==> src/hdl/beo_pkg.sv <==
// Shared types, constants and row functions for the binary erosion block.
`timescale 1ns / 1ps

package beo_pkg;

    // Fixed field widths of the row and configuration channels.
    localparam int ROW_W = 64;
    localparam int CFG_W = 7;
    localparam logic [CFG_W-1:0] WIDTH_RESET = 7'd64;

    // Depth of the queue between the front and back parts.
    localparam int Q_DEPTH = 2;
    localparam int Q_PTR_W = 1;
    localparam int Q_CNT_W = 2;

    // Result kinds on the output channel.
    localparam logic KIND_ROW     = 1'b0;
    localparam logic KIND_VERDICT = 1'b1;

    // One queued command: the beats that one accepted row gives.
    typedef struct packed {
        logic             has_row;
        logic [ROW_W-1:0] row_a;
        logic             has_fin;
        logic [ROW_W-1:0] row_b;
        logic             possible;
    } beo_cmd_t;

    // Which beat of a command the back part sends next.
    typedef enum logic [1:0] {
        PH_ROW_A,
        PH_ROW_B,
        PH_VERDICT
    } beo_phase_t;

    // 3x3 erosion of the middle row; columns outside the mask count as set.
    function automatic logic [ROW_W-1:0] beo_erode(
        input logic [ROW_W-1:0] up,
        input logic [ROW_W-1:0] mid,
        input logic [ROW_W-1:0] down,
        input logic [ROW_W-1:0] m
    );
        logic [ROW_W-1:0] v;
        logic [ROW_W-1:0] e;
        v = (up & mid & down) | ~m;
        e = v & {v[ROW_W-2:0], 1'b1} & {1'b1, v[ROW_W-1:1]};
        return e & m;
    endfunction

    // True when some set pixel of row lies outside the horizontal dilation of x.
    function automatic logic beo_uncovered(
        input logic [ROW_W-1:0] row,
        input logic [ROW_W-1:0] x,
        input logic [ROW_W-1:0] m
    );
        logic [ROW_W-1:0] d;
        d = (x | {x[ROW_W-2:0], 1'b0} | {1'b0, x[ROW_W-1:1]}) & m;
        return |(row & ~d & m);
    endfunction

endpackage

==> src/hdl/beo_queue.sv <==
// Short command queue between the front and back parts.
`timescale 1ns / 1ps

module beo_queue
    import beo_pkg::*;
(
    input  logic     clk,
    input  logic     rst_n,
    input  logic     push,
    input  beo_cmd_t push_cmd,
    input  logic     pop,
    output beo_cmd_t head,
    output logic     empty,
    output logic     full
);

    beo_cmd_t             slots_reg [Q_DEPTH];
    logic [Q_PTR_W-1:0]   wr_ptr_reg;
    logic [Q_PTR_W-1:0]   rd_ptr_reg;
    logic [Q_CNT_W-1:0]   count_reg;

    assign empty = (count_reg == '0);
    assign full  = (count_reg == Q_CNT_W'(Q_DEPTH));
    assign head  = slots_reg[rd_ptr_reg];

    // Entry storage.
    always_ff @(posedge clk)
    begin
        if (push)
        begin
            slots_reg[wr_ptr_reg] <= push_cmd;
        end
    end

    // Pointers and fill count.
    always_ff @(posedge clk or negedge rst_n)
    begin
        if (!rst_n)
        begin
            wr_ptr_reg <= '0;
            rd_ptr_reg <= '0;
            count_reg  <= '0;
        end
        else
        begin
            if (push)
            begin
                wr_ptr_reg <= wr_ptr_reg + Q_PTR_W'(1);
            end
            if (pop)
            begin
                rd_ptr_reg <= rd_ptr_reg + Q_PTR_W'(1);
            end
            if (push && !pop)
            begin
                count_reg <= count_reg + Q_CNT_W'(1);
            end
            else if (pop && !push)
            begin
                count_reg <= count_reg - Q_CNT_W'(1);
            end
        end
    end

endmodule

==> config.mk <==
export PLATFORM = sky130hd
export DESIGN_NAME = beo_queue
export DESIGN_NICKNAME = d
export VERILOG_FILES = /design/src/hdl/beo_pkg.sv /design/src/hdl/beo_queue.sv
export SDC_FILE = /design/constraint.sdc
export NUM_CORES = 1
export LEC_CHECK = 0
export CORE_AREA = 10 10 153 155
export DETAILED_ROUTE_END_ITERATION = 6
export DIE_AREA = 0 0 163 165
export DONT_BUFFER_PORTS = 1
export PLACE_DENSITY = 0.75
export SETUP_SLACK_MARGIN = 0.5
export SYNTH_ARGS = -nofsm -noshare
export SYNTH_HDL_FRONTEND = slang
export SYNTH_SLANG_ARGS = --single-unit
==> constraint.sdc <==
create_clock -name clk -period 7.3 [get_ports clk]
set_input_delay 0.365 -clock clk [delete_from_list [all_inputs] [get_ports clk]]
set_output_delay 0.365 -clock clk [all_outputs]
set_load 0.01 [all_outputs]
== Word level (Yosys, flattened, before mapping) ==
Memory sizes are Yosys's and may differ from the RTL's.
Cells that the tools add are included.
Operators by class
  add/sub/neg operators: 4
  equality and inequality tests: 1
  multiplexer cells: 4
  reductions and logical operators: 6
Operators by type and width (number)
  2-to-1 mux 2 bit: 2
  adder 1 bit (second input constant): 2
  adder 2 x 1 -> 2 bit (second input constant): 1
  equality test 2 bit (second input constant): 1
  logical AND 1 bit: 2
  zero test 1 bit: 2
  zero test 2 bit: 1
  2-to-1 mux 1 bit: 2
  nonzero test 2 bit: 1
  subtractor 2 x 1 -> 2 bit (second input constant): 1
Word-level totals
  register bits after elaboration: 4
  bits in writable memories: 262
  input port bits: 135
  word-level logic and storage cells: 19
  memories: 1
Memory list
  slots_reg: words 2, width 131, rd ports 1, clocked after memory_dff 0, write ports 1, RTL line beo_queue.sv:17  | beo_cmd_t slots_reg [Q_DEPTH];

== Longest topological paths before layout ==
Gate-level depths: netlist of run 1.
  word-level depth: 4
  gate-level depth with buffers: 5
  gate-level depth less buffers: 5

== Worst setup path after synthesis of run 1 ==
Ideal clock, no wire load.
  path type: register to register
  start point: register wr_ptr_reg
  end point: memory slots_reg[0][0] (netlist name) (enable)
  data arrival time: 6.190 ns
  required time: 6.662 ns
  path slack: 0.471 ns
  stages on the path, launching flop included: 2
  buffers on the path: 0
  cell sequence: dfrtp_1 > nor2b_1
RTL lines
  start, declared: RTL line beo_queue.sv:18  | logic [Q_PTR_W-1:0] wr_ptr_reg;
  start signal, assigned: RTL line beo_queue.sv:48  | wr_ptr_reg <= wr_ptr_reg + Q_PTR_W'(1);
  end, declared: RTL line beo_queue.sv:17
Straight into the memory's write port.

==> reports/metrics.yaml, run 1 <==
setup_viol: 0
cts.sinks: 266
synth-main-ff-cell: "edfxtp_1"
dr.pass1.iters: 4
antenna_found_initial: 3
worst-path-buf-inv: 1
drt-initial-drc-count: 238
synth_cells: 424
synthTopCellsByArea: "edfxtp_1, mux2_4, mux2_2, buf_6, dfrtp_1"
num-nets-final: 712
worstHoldEndpoint: "count_reg[0]$_DFFE_PN0P_"
wl_per_cell_um: 23.5
syn_nets: 560
slew_violations: 0
synth_top_area_cell: "edfxtp_1"
hold_depth: 2
path_class: "flip-flop to output port"
route.detailed.drc: 0
synth_seq_area_share_pct: 79.9
skew_ps: 13.3
wirelength_mm: 20.4
grt_pass1_vias: 4802
crit_path_end_kind: "output port"
yosys-top-cells-count: "edfxtp_1, mux2_4, mux2_2"
hold_violations: 0
startpoint: "rd_ptr_reg$_DFFE_PN0P_"
start_kind: "flip-flop"
cts.reportedPaths.clkPinSlew_ps: 60
dp_cells: 684
rsz0062_at_grt: "no"
tritoncts: "built"
vias_per_cell: 5.14
reg2reg_slack_ps: 4790
async_reset_ff_share_pct: 1.50
fin_crit_ps: 2810
synth.most_common_cell: "edfxtp_1"
clockRootBuffer: "clkbuf_16"
synth_edf_count: 262
chipWidth_um: 163
slew_headroom_pct: 35.6
arrival_ps: 2450
critPathSlowestCell: "buf_4"
cts_buffers: 26
globalplace.congestion: 0.697
cpPeakStageDelay_ps: 810
timing.rr.end: "slots_reg[1][17]$_DFFE_PP_"
core_um2: 20200
regToRegStartpoint: "wr_ptr_reg$_DFFE_PN0P_"
fmax_mhz: 355
area_delta_synth_final_pct: 24.7
crit_chain: "buf_4, mux2_2"
clock_latency_ps: 510
grt_max_degree: 69
grt_pass1_wl_mm: 29.8
largest_register_ffs: 262
clk_path_buf_depth: 3
path_depth: 2
tns_ps: 0
ys_types: 14
hold_slack_ps: 96.7
min_from: "push"
critPathTopFamily: "buffers and inverters"
tightest_slew_ps: 966
drive_above_1_share_pct: 29.6
critPathMaxFanout: 56
syn_avg_cell_area_um2: 23.5
min_path_type: "input pin to flip-flop"
status: "finished clean"
leakage_nw: 4.43
ir_drop_v: 0.000213
rows: 52
p_per_area_nw_per_um2: 377
pin_count: 268
rr_worst_depth: 2
yosysTopAreaCellShare_pct: 78.9
start_util_pct: 49.4
layoutNonFillerInstCount: 868
yosys_warnings: 0
hpwl_mm: 13.5
grtUsageTotal_pct: 14.3
fp.dieH_um: 165
port_buffers: 0
overflow: 0
dr_total_vias: 4459
yosys_register_bits: 266
period_share_pct: 38.6
dieArea_um2: 26900
ant_nets: 0
syn_area_um2: 9970
drv_cap: 0
worst_ep_required_time_ps: 6930
utilization_pct: 61.7
ctsHtreeMaxLevel: 1
==> repair_timing <==
| item | 4_1_cts | 5_1_grt |
|---|---|---|
| hold buffers | 134 | 0 |
| gates resized for setup | 0 | 0 |
| hold endpoints to repair | 268 | 0 |
| buffers inserted | 0 | 0 |
| endpoints found under the setup margin | 0 | 0 |
==> metrics by stage <==
step / cell area [µm²] / total power, W / setup WS (ps)
final: 12400 / 0.00469 / 4490
after global routing: 12400 / 0.00489 / 4400
after CTS: 12400 / 0.00475 / 4450
after detailed placement: 10200 / 0.00335 / 4750
after global placement: 10200 / 0.00330 / 4880
after floorplan: 9970 / 0.00317 / 3040
==> cell type report <==
type                            count  area (µm²)
Antenna cell                        3        7.51
Clock inverter                     18         184
Sequential cell                   266        7970
Fill cell                        1372        7730
Clock buffer                       29         683
Inverter                            1        3.75
Multi-Input combinational cell    142        1870
Tap cell                          270         338
Timing Repair Buffer              139        1380
==> per-layer routing <==
layer / vias to the layer above / track usage, % / share of wire (%) / wire length, µm
li1: 1994 / - / - / -
met1: 2214 / 16.8 / 37 / 7630
met2: 227 / 24.2 / 51 / 10300
met5: - / 0 / 0 / 0
met3: 24 / 5.88 / 11 / 2220
met4: 0 / 3.20 / 1.2 / 241
==> cells in the final DEF (no fill, tap or decap) <==
master / instances
clkbuf_16: 27
mux2_2: 51
inv_6: 1
edfxtp_1: 262
xor2_1: 4
clkinv_1: 8
and2_4: 1
clkbuf_1: 2
nor2b_1: 1
buf_4: 5
clkinv_2: 5
nor2b_4: 1
inv_1: 1
ha_1: 1
dlygate4sd3_1: 134
dfrtp_1: 3
nor2_1: 2
bufinv_16: 4
mux2_4: 80
dfrtp_4: 1
xnor2_1: 1
diode_2: 3
==> report_power, final <==
group	switching [W]	internal (W)
Sequential	0.0000995	0.00203
Clock	0.000524	0.000811
Combinational	0.000682	0.000541
==> logic make-up (layout without fill, tap and decap cells) <==
| kind of cell | Yosys count | count (layout) | share of synthesized area (%) |
|---|---|---|---|
| other | 0 | 3 | 0 |
| and+or+nand+nor | 5 | 5 | 0.264 |
| DFF | 266 | 266 | 79.9 |
| muxes | 131 | 131 | 17.8 |
| adders and majority gates | 1 | 1 | 0.125 |
| buffers and inverters | 16 | 187 | 1.46 |
| xor gates and xnor gates | 5 | 5 | 0.439 |
==> worst max-delay path by stage <==
stage	endpoint	slack [ps]
final	head[115]	4490
after global routing	head[115]	4400
after CTS	head[115]	4450
after detailed placement	slots_reg[1][19]$_DFFE_PP_	4750
after global placement	slots_reg[1][4]$_DFFE_PP_	4880
after floorplan	slots_reg[0][0]$_DFFE_PP_	3040
No activity file was read; power rests on OpenSTA's default activity.
==> inputs of run 2 (changes only) <==
clock period = 2.3 ns   (was 7.3 ns; I/O delays follow)
==> run 2 against run 1 <==
Total power rose to 3.3 times the previous value. Design area rose by 3.1%. Worst hold slack improved by 31 ps. Final cell count rose by 1.7%. Highest routed layer unchanged. Setup slack got worse by 4000 ps.
==> reports/metrics.yaml, run 2 (synthesis results as in run 1) <==
dr_total_vias: 4634
grtUsageTotal_pct: 15.2
ir_drop_v: 0.000956
leakage_nw: 4.63
chipWidth_um: 163
vias_per_cell: 5.25
place_area_um2: 10300
grt_max_degree: 68
core_um2: 20200
fp.dieH_um: 165
area_delta_synth_final_pct: 28.6
layout_common_cells: "edfxtp_1, dlygate4sd3_1, mux2_4"
arrival_ps: 1720
hold_slack_ps: 128
wl_per_cell_um: 24.3
hpwl_mm: 13.2
rows: 52
largest_register_ffs: 262
ant_nets: 0
rsz0062_at_grt: "yes"
fin_ws_ps: 469
drt-initial-drc-count: 186
start_util_pct: 49.4
slew_violations: 0
critPathMaxFanout: 9
start_kind: "flip-flop"
place_ws_ps: 652
clk_path_buf_depth: 3
clockRootBuffer: "clkbuf_16"
ctsHtreeMaxLevel: 1
cts.reportedPaths.clkPinSlew_ps: 70
pin_count: 268
period_share_pct: 79.6
crit_path_end_kind: "output port"
num-nets-final: 729
globalplace.congestion: 0.723
antenna_found_initial: 2
cts_buffers: 26
dieArea_um2: 26900
p_per_area_nw_per_um2: 1210
path_class: "flip-flop to output port"
clock_latency_ps: 510
grt_pass1_vias: 5035
drive_above_1_share_pct: 31.4
route.detailed.drc: 0
tns_ps: 0
status: "finished clean"
cts.sinks: 266
setup_viol: 0
port_buffers: 0
dp_cells: 691
fin_crit_ps: 1830
dr.pass1.iters: 4
tritoncts: "built"
wirelength_mm: 21.5
overflow: 0
grt_pass1_wl_mm: 31.5
min_path_type: "input pin to flip-flop"
skew_ps: 8.90
worst_ep_required_time_ps: 2180
tightest_slew_ps: 404
fmax_mhz: 546
mostFrequentLayoutCell: "edfxtp_1"
layoutNonFillerInstCount: 883
drv_cap: 0
slew_headroom_pct: 73.1
hold_violations: 0
fin_area_um2: 12800
## run 2: cell types whose count changed in the layout (fill, tap and decap cells not counted), sizes merged, moves of 2 or more
cell      previous run  this run
clkbuf              29        33
clkinv              13         8
bufinv               4         2
clkinvlp             0         4
buf                  5        20
## run 2: worst paths after layout
| check | startpoint | end | slack, ps | cells past startpoint |
|---|---|---|---|---|
| min in group asynchronous | rst_n | rd_ptr_reg$_DFFE_PN0P_ | 400 | 2 |
| max reg2reg | wr_ptr_reg$_DFFE_PN0P_ | slots_reg[1][35]$_DFFE_PP_ | 930 | 2 |
| max | rd_ptr_reg$_DFFE_PN0P_ | head[40] | 470 | 3 |
| min | push | slots_reg[0][0]$_DFFE_PP_ | 130 | 2 |
| max in group asynchronous | rst_n | rd_ptr_reg$_DFFE_PN0P_ | 1700 | 2 |
| min reg2reg | count_reg[1]$_DFFE_PN0P_ | count_reg[1]$_DFFE_PN0P_ | 510 | 1 |
## run 2: metal layers
layer	share of wire [%]	up-vias	global-route usage (%)
li1	-	2033	-
met1	38	2331	17.7
met2	50	230	25.5
met3	9.9	40	5.90
met4	2.1	0	4.80
met5	0	-	0
## run 2: repair_timing
item,in CTS,in global routing
endpoints found under the setup margin,131,127
hold endpoints to repair,270,0
setup buffers,4,1
hold buffers,135,0
resized for setup,17,12
gates cloned,3,1
## run 2: metrics by stage
| stage | utilization [%] | power (W) |
|---|---|---|
| global placement | 51.3 | 0.0106 |
| finish | 63.6 | 0.0155 |
| detailed placement | 51.3 | 0.0107 |
| CTS | 63.2 | 0.0155 |
| global route | 63.6 | 0.0162 |
| floorplan | - | 0.00999 |
## run 2: power breakdown
part	leakage, nW	internal [W]	switching [W]
clock network	0.390	0.00237	0.00167
registers	2.50	0.00644	0.000276
logic	1.73	0.00233	0.00243
## run 2: area by class of cell
cell class | instances | area, µm²
flip-flops and latches | 266 | 7970
fillers | 1342 | 7350
multi-input cells | 142 | 1930
repair buffers | 156 | 1750
clock buffers | 32 | 694
well taps | 270 | 338
clock inverters | 14 | 129
diodes | 2 | 5.00
inverters | 1 | 3.75
## run 2: worst max-delay path, cell delays in order, from the launching register on
cell       delay (ps)
dfrtp_4           500
buf_12            170
clkbuf_16         180
mux2_4            320
==> inputs of run 3 (changes only) <==
PLACE_DENSITY = 0.73   (was 0.75)
clock period = 1.79 ns   (was 2.3 ns; I/O delays follow)
==> run 3 against run 2 <==
The run now ends with negative setup slack left. Combinational power up 59%. Count of clock-buffer cells in the layout rose by 7. Clock power up 31%. Global-route usage grew 0.90 points. Largest cell class unchanged.
==> reports/metrics.yaml, run 3 (synthesis results as in run 1) <==
status: "complete, but fails checks"
violations: "negative setup slack"
cts.reportedPaths.clkPinSlew_ps: 60
tightest_slew_ps: 279
worst_ep_required_time_ps: 1700
tritoncts: "built"
wirelength_mm: 24.1
crit_path_end_kind: "output port"
dr_total_vias: 4847
dr.pass1.iters: 5
arrival_ps: 1770
grtUsageTotal_pct: 16.1
ctsHtreeMaxLevel: 1
cts_buffers: 26
layout_common_cells: "edfxtp_1, dlygate4sd3_1, mux2_4"
chipWidth_um: 163
nFillCells: 1209
regToRegStartpoint: "wr_ptr_reg$_DFFE_PN0P_"
clock_latency_ps: 510
grt_max_degree: 35
place_area_um2: 10400
leakage_nw: 5.12
hpwl_mm: 13.8
fmax_mhz: 538
hold_depth: 3
regArea_um2: 7970
multiInputGateArea_um2: 1990
slew_headroom_pct: 81.4
dieArea_um2: 26900
tns_ps: -3360
cts.sinks: 266
critPathTopFamily: "flip-flops"
port_buffers: 0
crit_chain: "buf_12, clkbuf_16, mux2_4"
skew_ps: 9.17
slew_violations: 0
critPathMaxFanout: 7
setup_viol: 104
layoutNonFillerInstCount: 929
core_um2: 20200
reg2reg_slack_ps: 380
largest_register_ffs: 262
utilization_pct: 68.4
area_delta_synth_final_pct: 38.3
path_class: "flip-flop to output port"
fp.dieH_um: 165
route.detailed.drc: 0
drt-initial-drc-count: 280
globalplace.congestion: 0.735
antenna_found_initial: 1
clk_path_buf_depth: 3
overflow: 0
rsz0062_at_grt: "yes"
timing.rr.end: "slots_reg[0][86]$_DFFE_PP_"
min_path_type: "input pin to flip-flop"
hold_slack_ps: 159
vias_per_cell: 5.22
ir_drop_v: 0.00120
start_util_pct: 49.4
drive_above_1_share_pct: 36.6
cpPeakStageDelay_ps: 560
fin_crit_ps: 1860
min_from: "push"
grt_pass1_vias: 5157
worst-path-buf-inv: 2
dp_cells: 699
rr_worst_depth: 5
ant_nets: 0
worstHoldEndpoint: "slots_reg[0][121]$_DFFE_PP_"
mostFrequentLayoutCell: "edfxtp_1"
hold_violations: 0
start_kind: "flip-flop"
fin_area_um2: 13800
p_per_area_nw_per_um2: 1560
clockRootBuffer: "clkbuf_16"
pin_count: 268
period_share_pct: 104
num-nets-final: 776
grt_pass1_wl_mm: 33.2
rows: 52
critPathSlowestCell: "dfrtp_4"
drv_cap: 0
fin_ws_ps: -70.3
wl_per_cell_um: 26.0
==> run 3: worst max path at each step <==
stage                           start                        end  slack [ps]  cells after the start
6_report       rd_ptr_reg$_DFFE_PN0P_                   head[24]         -70                      3
5_1_grt        rd_ptr_reg$_DFFE_PN0P_                   head[80]        -100                      3
2_1_floorplan  wr_ptr_reg$_DFFE_PN0P_  slots_reg[0][0]$_DFFE_PP_       -1000                      1
3_5_place_dp   rd_ptr_reg$_DFFE_PN0P_                   head[53]         360                      3
3_3_place_gp   rd_ptr_reg$_DFFE_PN0P_                   head[70]         390                      3
4_1_cts        rd_ptr_reg$_DFFE_PN0P_                   head[53]         -70                      3
==> run 3: final cells by class <==
class                           instances  area share, %
Tap cell                              270           2.45
Clock inverter                          7          0.599
Clock buffer                           39           5.44
Sequential cell                       266           57.8
Multi-Input combinational cell        142           14.4
Timing Repair Buffer                  203           19.2
Antenna cell                            1         0.0181
Inverter                                1         0.0272
==> run 3: report_power, final <==
group	total [W]	internal (W)	switching, W	leakage, nW
clock	0.00530	0.00317	0.00214	0.408
combinational	0.00756	0.00410	0.00346	2.20
sequential	0.00869	0.00827	0.000425	2.50
total	0.0216	0.0155	0.00602	5.12
==> run 3: per-stage QoR <==
step	setup WS [ps]	power (W)
final	-70.3	0.0216
after floorplan	-1000	0.0128
after detailed placement	363	0.0140
after CTS	-74.4	0.0205
after global placement	389	0.0139
after global routing	-96.9	0.0224
==> run 3: tightest hold or removal path, cell delays in order <==
cell and delay (ps):
nor2b_4 150, buf_4 150, buf_16 150
==> run 3: what timing repair did <==
action	4_1_cts	5_1_grt
buffers inserted	18	5
endpoints found under the hold margin	270	0
resized for setup	34	44
setup endpoints to repair	373	320
pin swaps	1	1
hold buffers	135	0
gates cloned	8	17
==> run 3: layer usage <==
| metal | global-route usage (%) | up-vias | share of wire (%) |
|---|---|---|---|
| li1 | - | 2130 | - |
| met2 | 28.2 | 229 | 51 |
| met3 | 4.93 | 28 | 8.3 |
| met1 | 19.2 | 2460 | 39 |
| met5 | 0 | - | 0 |
| met4 | 3.73 | 0 | 1.3 |
